[config.mk]
export PLATFORM = sky130hd
export DESIGN_NAME = tce_ctrl
export DESIGN_NICKNAME = d
export VERILOG_FILES = /design/src/tce_pkg.sv /design/src/tce_ctrl.sv
export SDC_FILE = /design/constraint.sdc
export NUM_CORES = 1
export LEC_CHECK = 0
export BUFFER_PORTS_ARGS = -buffer_cell sky130_fd_sc_hd__buf_2
export CORE_AREA = 2 2 39 41
export CTS_CLUSTER_DIAMETER = 80
export CTS_CLUSTER_SIZE = 28
export DETAILED_ROUTE_END_ITERATION = 10
export DIE_AREA = 0 0 41 43
export GPL_TIMING_DRIVEN = 1
export PLACE_DENSITY = 0.68
export SKIP_CTS_REPAIR_TIMING = 1
export SYNTH_ARGS = -nofsm -noshare
export SYNTH_HDL_FRONTEND = slang
export SYNTH_SLANG_ARGS = --single-unit
[constraint.sdc]
create_clock -name clk -period 2.37 [get_ports clk]
set_input_delay 0.237 -clock clk [delete_from_list [all_inputs] [get_ports clk]]
set_output_delay 0.237 -clock clk [all_outputs]
set_load 0.02 [all_outputs]
[src/tce_pkg.sv]
package tce_pkg;

	localparam int KIND_W  = 2;
	localparam int CHAR_W  = 8;
	localparam int COLOR_W = 4;
	localparam int ADDR_W  = 11;
	localparam int CELL_W  = 16;

	localparam logic [KIND_W-1:0] KIND_PUT   = 2'd0;
	localparam logic [KIND_W-1:0] KIND_CLEAR = 2'd1;
	localparam logic [KIND_W-1:0] KIND_READ  = 2'd2;

	localparam logic [CHAR_W-1:0] CH_BS    = 8'h08;
	localparam logic [CHAR_W-1:0] CH_TAB   = 8'h09;
	localparam logic [CHAR_W-1:0] CH_LF    = 8'h0A;
	localparam logic [CHAR_W-1:0] CH_CR    = 8'h0D;
	localparam logic [CHAR_W-1:0] CH_SPACE = 8'h20;

	localparam logic [CELL_W-1:0] BLANK_CELL = 16'h0F20;
	localparam int unsigned       TAB_STEP   = 8;

	typedef struct packed {
		logic load_item;
		logic exec_put;
		logic exec_clear;
		logic exec_read;
		logic scroll_rd;
		logic scroll_wr;
		logic blank_wr;
		logic load_out;
	} tce_cmd_t;

	typedef struct packed {
		logic [KIND_W-1:0] kind;
		logic              scroll_need;
		logic              copy_last;
		logic              blank_last;
	} tce_status_t;

endpackage

[src/tce_ctrl.sv]
module tce_ctrl (
	input  logic                clk,
	input  logic                arst_n,
	input  logic                in_valid,
	output logic                in_ready,
	output logic                out_valid,
	input  logic                out_ready,
	input  tce_pkg::tce_status_t status,
	output tce_pkg::tce_cmd_t   cmd
);
	import tce_pkg::*;

	typedef enum logic [6:0] {
		S_INIT   = 7'b0000001,
		S_IDLE   = 7'b0000010,
		S_EXEC   = 7'b0000100,
		S_SCR_RD = 7'b0001000,
		S_SCR_WR = 7'b0010000,
		S_BLANK  = 7'b0100000,
		S_DONE   = 7'b1000000
	} state_t;

	state_t state_q, state_d;
	logic   out_valid_q;
	logic   out_free;

	assign out_free = !out_valid_q || out_ready;
	assign in_ready = (state_q == S_IDLE);
	assign out_valid = out_valid_q;

	always_comb begin
		state_d = state_q;
		cmd = '0;
		case (state_q)
			S_INIT: begin
				cmd.blank_wr = 1'b1;
				if (status.blank_last) begin
					state_d = S_IDLE;
				end
			end
			S_IDLE: begin
				if (in_valid) begin
					cmd.load_item = 1'b1;
					state_d = S_EXEC;
				end
			end
			S_EXEC: begin
				case (status.kind)
					KIND_PUT: begin
						cmd.exec_put = 1'b1;
						state_d = status.scroll_need ? S_SCR_RD : S_DONE;
					end
					KIND_CLEAR: begin
						cmd.exec_clear = 1'b1;
						state_d = S_BLANK;
					end
					KIND_READ: begin
						cmd.exec_read = 1'b1;
						state_d = S_DONE;
					end
					default: begin
						state_d = S_DONE;
					end
				endcase
			end
			S_SCR_RD: begin
				cmd.scroll_rd = 1'b1;
				state_d = S_SCR_WR;
			end
			S_SCR_WR: begin
				cmd.scroll_wr = 1'b1;
				state_d = status.copy_last ? S_BLANK : S_SCR_RD;
			end
			S_BLANK: begin
				cmd.blank_wr = 1'b1;
				if (status.blank_last) begin
					state_d = S_DONE;
				end
			end
			S_DONE: begin
				if (out_free) begin
					cmd.load_out = 1'b1;
					state_d = S_IDLE;
				end
			end
			default: begin
				state_d = S_IDLE;
			end
		endcase
	end

	always_ff @(posedge clk or negedge arst_n) begin
		if (!arst_n) begin
			state_q <= S_INIT;
			out_valid_q <= 1'b0;
		end else begin
			state_q <= state_d;
			if (cmd.load_out) begin
				out_valid_q <= 1'b1;
			end else if (out_ready) begin
				out_valid_q <= 1'b0;
			end
		end
	end

endmodule

* After elaboration in Yosys (flattened, before gate mapping)
Cells that the tools add are included.
Storage, ports and cells: bits in registers 8, bits in latches 0, memory bits (writable) 0, ROM bits 0, input bits 9, output and inout port bits 10, word-level logic and storage cells 42, memories kept 0
Operators by class: add/sub/neg operators 0, $mul 0, div/mod/pow operators 0, $lt $le $gt $ge 0, equal/unequal tests 13, shift-type cells 0, multiplexer cells 21, bitwise operators 0, reduce and logical (&&, ||, !) cells 6
Operator list (number):
- one-hot mux 7 bit (7 select lines) | 1
- two-way mux 7 bit | 5
- one-hot mux 7 bit (2 select lines) | 1
- two-way mux 1 bit | 12
- != test 2 bit (second input constant) | 4
- equality test 7 x 1 -> 1 bit (second input constant) | 1
- equality test 7 x 2 -> 1 bit (second input constant) | 1
- equality test 7 x 3 -> 1 bit (second input constant) | 1
- equality test 7 x 4 -> 1 bit (second input constant) | 1
- equality test 7 x 5 -> 1 bit (second input constant) | 1
- equality test 7 x 6 -> 1 bit (second input constant) | 1
- equality test 7 bit (second input constant) | 1
- two-way mux 6 bit | 1
- AND reduction 4 bit | 1
- two-way mux 3 bit | 1
- equality test 2 x 1 -> 1 bit (second input constant) | 1
- equality test 2 bit (second input constant) | 1
- logical NOT 2 bit | 1
- nonzero test 2 bit | 1
- OR reduction 2 bit | 1
- logical NOT 1 bit | 1
- logical OR 1 bit | 1

* Depth between registers and ports, before layout
word-level depth 5, gate-level depth with buffers 6, mapped depth without buffers 5

* Worst setup path before layout
Ideal clock, no wire load.
path type register to register, start point reg state_q[1], end point reg state_q[3], library setup time 69 ps, data arrival time 1876 ps, data required time 2301 ps, slack 425 ps, stages on the path, launching flop included 6, path buffers 1, period minus slack after synthesis 1945 ps, cells stage by stage dfrtp_1 buf_2 nor3_2 or4b_4 nor3_1 a22o_1
Between the ends: cells in the longest elaborated chain, start to end 3, elaborated cells on any way between the ends 13, classes of those cells 11 x eq/ne; 1 x mux; 1 x reduce/logical
Ends and longest elaborated chain:
- start, declared | RTL line tce_ctrl.sv:23 | state_t state_q, state_d;
- start signal, assigned | RTL line tce_ctrl.sv:97 | state_q <= state_d;
- equality test 7 bit, or another cell as far along | RTL line tce_ctrl.sv:34 | case (state_q)
- != test 2 bit (no source line)
- AND reduction 4 bit (no source line)
Several ways; a longest one is shown, not always the timed one. A chain may end at the register's enable or synchronous reset.

==> metrics.md <==
| Metric | Value |
|---|---|
| Min setup slack post-route | `0.2472 ns` |
| Worst Skew | `0.003589 ns` |
| Max-cap violations | `0` |
| CTS Sinks | `8` |
| Max rail drop VDD | `0.4770 mV` |
| CP endpoint kind | `output port` |
| Yosys top cell area share | `30.57%` |
| Pwr dens | `888.3 nW/µm²` |
| Max layer used | `met4` |
| Synth-to-Final Area Change | `20.52%` |
| Post-route ant nets | `0` |
| Die ar. | `1763 µm²` |
| Clock transition at the registers of the reported paths | `0.05 ns` |
| Mapped Avg Cell Area | `9.243 µm²` |
| Simple-gate share of the synthesized area | `38.86%` |
| Cells after Synth | `62` |
| Fmax achieved | `0.4711 GHz` |
| Total grt overflow | `0` |
| Final setup vio count | `0` |
| Arrival time worst endpoint | `1.89 ns` |
| Met2 WL post-DR | `539 µm` |
| Most frequent cells in the layout | `buf_2 (18), nor2_1 (8), dfrtp_1 (7), inv_1 (5), nand2b_1 (4)` |
| Final non-filler cell total | `97` |
| Final core occ | `49.91%` |
| End of the worst hold path | `state_q[0]` |
| Vias per cell | `5.237` |
| Initial antenna violation count | `0` |
| Crit-path max FO | `6` |
| # fillers | `132` |
| Met3 WL | `43 µm` |
| Drt total wl | `1.164 mm` |
| Pre-CTS WS | `0.5317 ns` |
| CTS buffer count | `3` |
| FF-to-FF path depth | `5` |
| Gpl congestion | `0.7363` |
| Register area share after synthesis | `35.15%` |
| Final Max Tran Viols | `0` |
| Clock Latency Late Sink | `0.25 ns` |
| Cell taking the most area after synthesis | `dfrtp_1` |
| GRT Overall Usage | `17.17%` |
| Die Wd | `41 µm` |
| FF-to-FF Start | `state_q[4]` |
| Post-DP HPWL | `880.4 µm` |
| Final Power | `613.5 µW` |
| Synth Area in XOR/XNOR | `1.528%` |
| Adder-cell share of the synthesized area | `0%` |
| Minimum clock period | `2.123 ns` |
| Worst Hold Class | `in -> reg` |
| Post-Syn Nets | `71` |
| NumNets Final | `91` |
| CP startpoint kind | `flop` |
| Leak Pwr | `0.3392 nW` |
| Via count | `508` |
| Final hold viol count | `0` |
| Initial DRC Count | `6` |
| Mux contribution to synthesized area | `0%` |
| First-pass GRT wire length | `1.980 mm` |
| Placed cell count | `92` |
| Port Buffers | `18` |
| Io pins | `19` |
| Hold Crit Start | `status[0]` |
| Worst EP required | `2.13 ns` |
| Number of global-route vias before repair | `460` |
| H-tree levels | `1` |
| Ranking of synthesized cells by area | `dfrtp_1 (31%), nor2_1 (5.2%), or4b_4 (4.8%)` |
| Total negative slack | `0 ns` |
| Ys Warns | `0` |
| Slew headroom | `75.60%` |
| Status | `finished, final reports clean` |
| Worst-Margin Slew | `0.3568 ns` |
| Detailed Routing Iterations Pass 1 | `4` |
| DRC Markers | `0` |
| M1 WL | `549 µm` |
| Starting Density | `41.41%` |
| Period utilization | `89.57%` |
| Synth unique cells | `32` |
| RSZ-0062 raised after global routing | `no` |
| Root buffer cell | `clkbuf_4` |
| Commonest non-fill, non-tap cell in the layout | `buf_2` |
| Largest family of logic cells by synthesized area | `simple AND/OR/NAND/NOR gates` |
| Yosys reg bits | `8` |
| Share of post-route cells with drive strength above 1 | `37.04%` |
| Critical setup path kind | `reg -> out` |
| Netlist Area Pre-Place | `573.1 µm²` |
| Core Box Area | `1384 µm²` |
| Compound-Gate Fraction of Synth Area | `16.16%` |
| CTS max path bufs | `2` |
| RR Endpoint | `state_q[1]` |
| Overall die height | `43 µm` |
| Reg2Reg Setup Slack | `0.52 ns` |
| N_diodes | `0` |
| CTS tree | `yes` |
| WL/cell | `12.00 µm` |
| Std cell rows | `14` |
| Largest net degree at the start of global routing | `11` |
| Hold Path Depth | `2` |
per-layer routing:
layer,track usage [%],vias up
met5,0,-
met4,12.00,0
met3,4.712,4
met2,23.75,14
met1,22.07,232
li1,-,258
worst max-delay path, cell delays in order, from the launching register on:
cell     delay, ns
dfrtp_1       0.44
nor3_2        0.27
or4b_4        0.53
nor3_1        0.20
buf_2         0.21
report_power, final:
part | total, mW | switching (mW) | internal [mW]
sequential | 0.209 | 0.0467 | 0.162
clock | 0.112 | 0.0478 | 0.0645
combinational | 0.293 | 0.152 | 0.140
total | 0.614 | 0.247 | 0.367
worst max path at each step:
stage          slack, ns        from  cells past startpoint          to
2_1_floorplan       0.43  state_q[1]                      5  state_q[3]
3_3_place_gp        0.54  state_q[4]                      5  state_q[1]
3_5_place_dp        0.53  state_q[6]                      4      cmd[6]
4_1_cts             0.25  state_q[6]                      4      cmd[6]
5_1_grt             0.13  state_q[6]                      4      cmd[6]
6_report            0.25  state_q[6]                      4      cmd[6]
synthesized netlist by cell type, drive strengths merged:
cell and instances:
nand3 1, nor4b 2, a22o 2, and2 2, dfstp 1, o21bai 1, or3b 1, nor4 1
a32oi 1, a31oi 1, o2bb2ai 1, nor3b 4, inv 5, nor2 8, nor3 2, nand2 3
dfrtp 7, nor2b 1, o22ai 1, and3 1, a2111oi 1, buf 4, xnor2 1, nand2b 4
or4b 2, o21ai 2, a21o 2
cell type report:
cell class / count / area [µm²] / share of cell area, %
Clock buffer: 4 / 26.28 / 3.804
Inverter: 5 / 18.77 / 2.717
Multi-Input combinational cell: 45 / 324.1 / 46.92
Sequential cell: 8 / 201.4 / 29.17
Tap cell: 16 / 20.02 / 2.899
Timing Repair Buffer: 19 / 100.1 / 14.49
logic make-up (layout without fill, tap and decap cells):
| group | Yosys count | after routing |
|---|---|---|
| and+or+nand+nor | 32 | 32 |
| AOI/OAI and AO/OA | 12 | 12 |
| buffers and inverters | 9 | 28 |
| DFF | 8 | 8 |
| xor gates and xnor gates | 1 | 1 |
flip-flops by register name, summed over array words and instances (netlist names):
name,cells
out_valid,1
state_q,7
metrics by stage:
stage          hold WS (ns)  cell area, µm²
3_3_place_gp        0.09392           654.4
6_report             0.1304           690.7
3_5_place_dp        0.09347           654.4
2_1_floorplan      -0.05859           573.1
4_1_cts             -0.1857           680.7
5_1_grt              0.1304           690.7
Power figures use the tool's default switching activity.
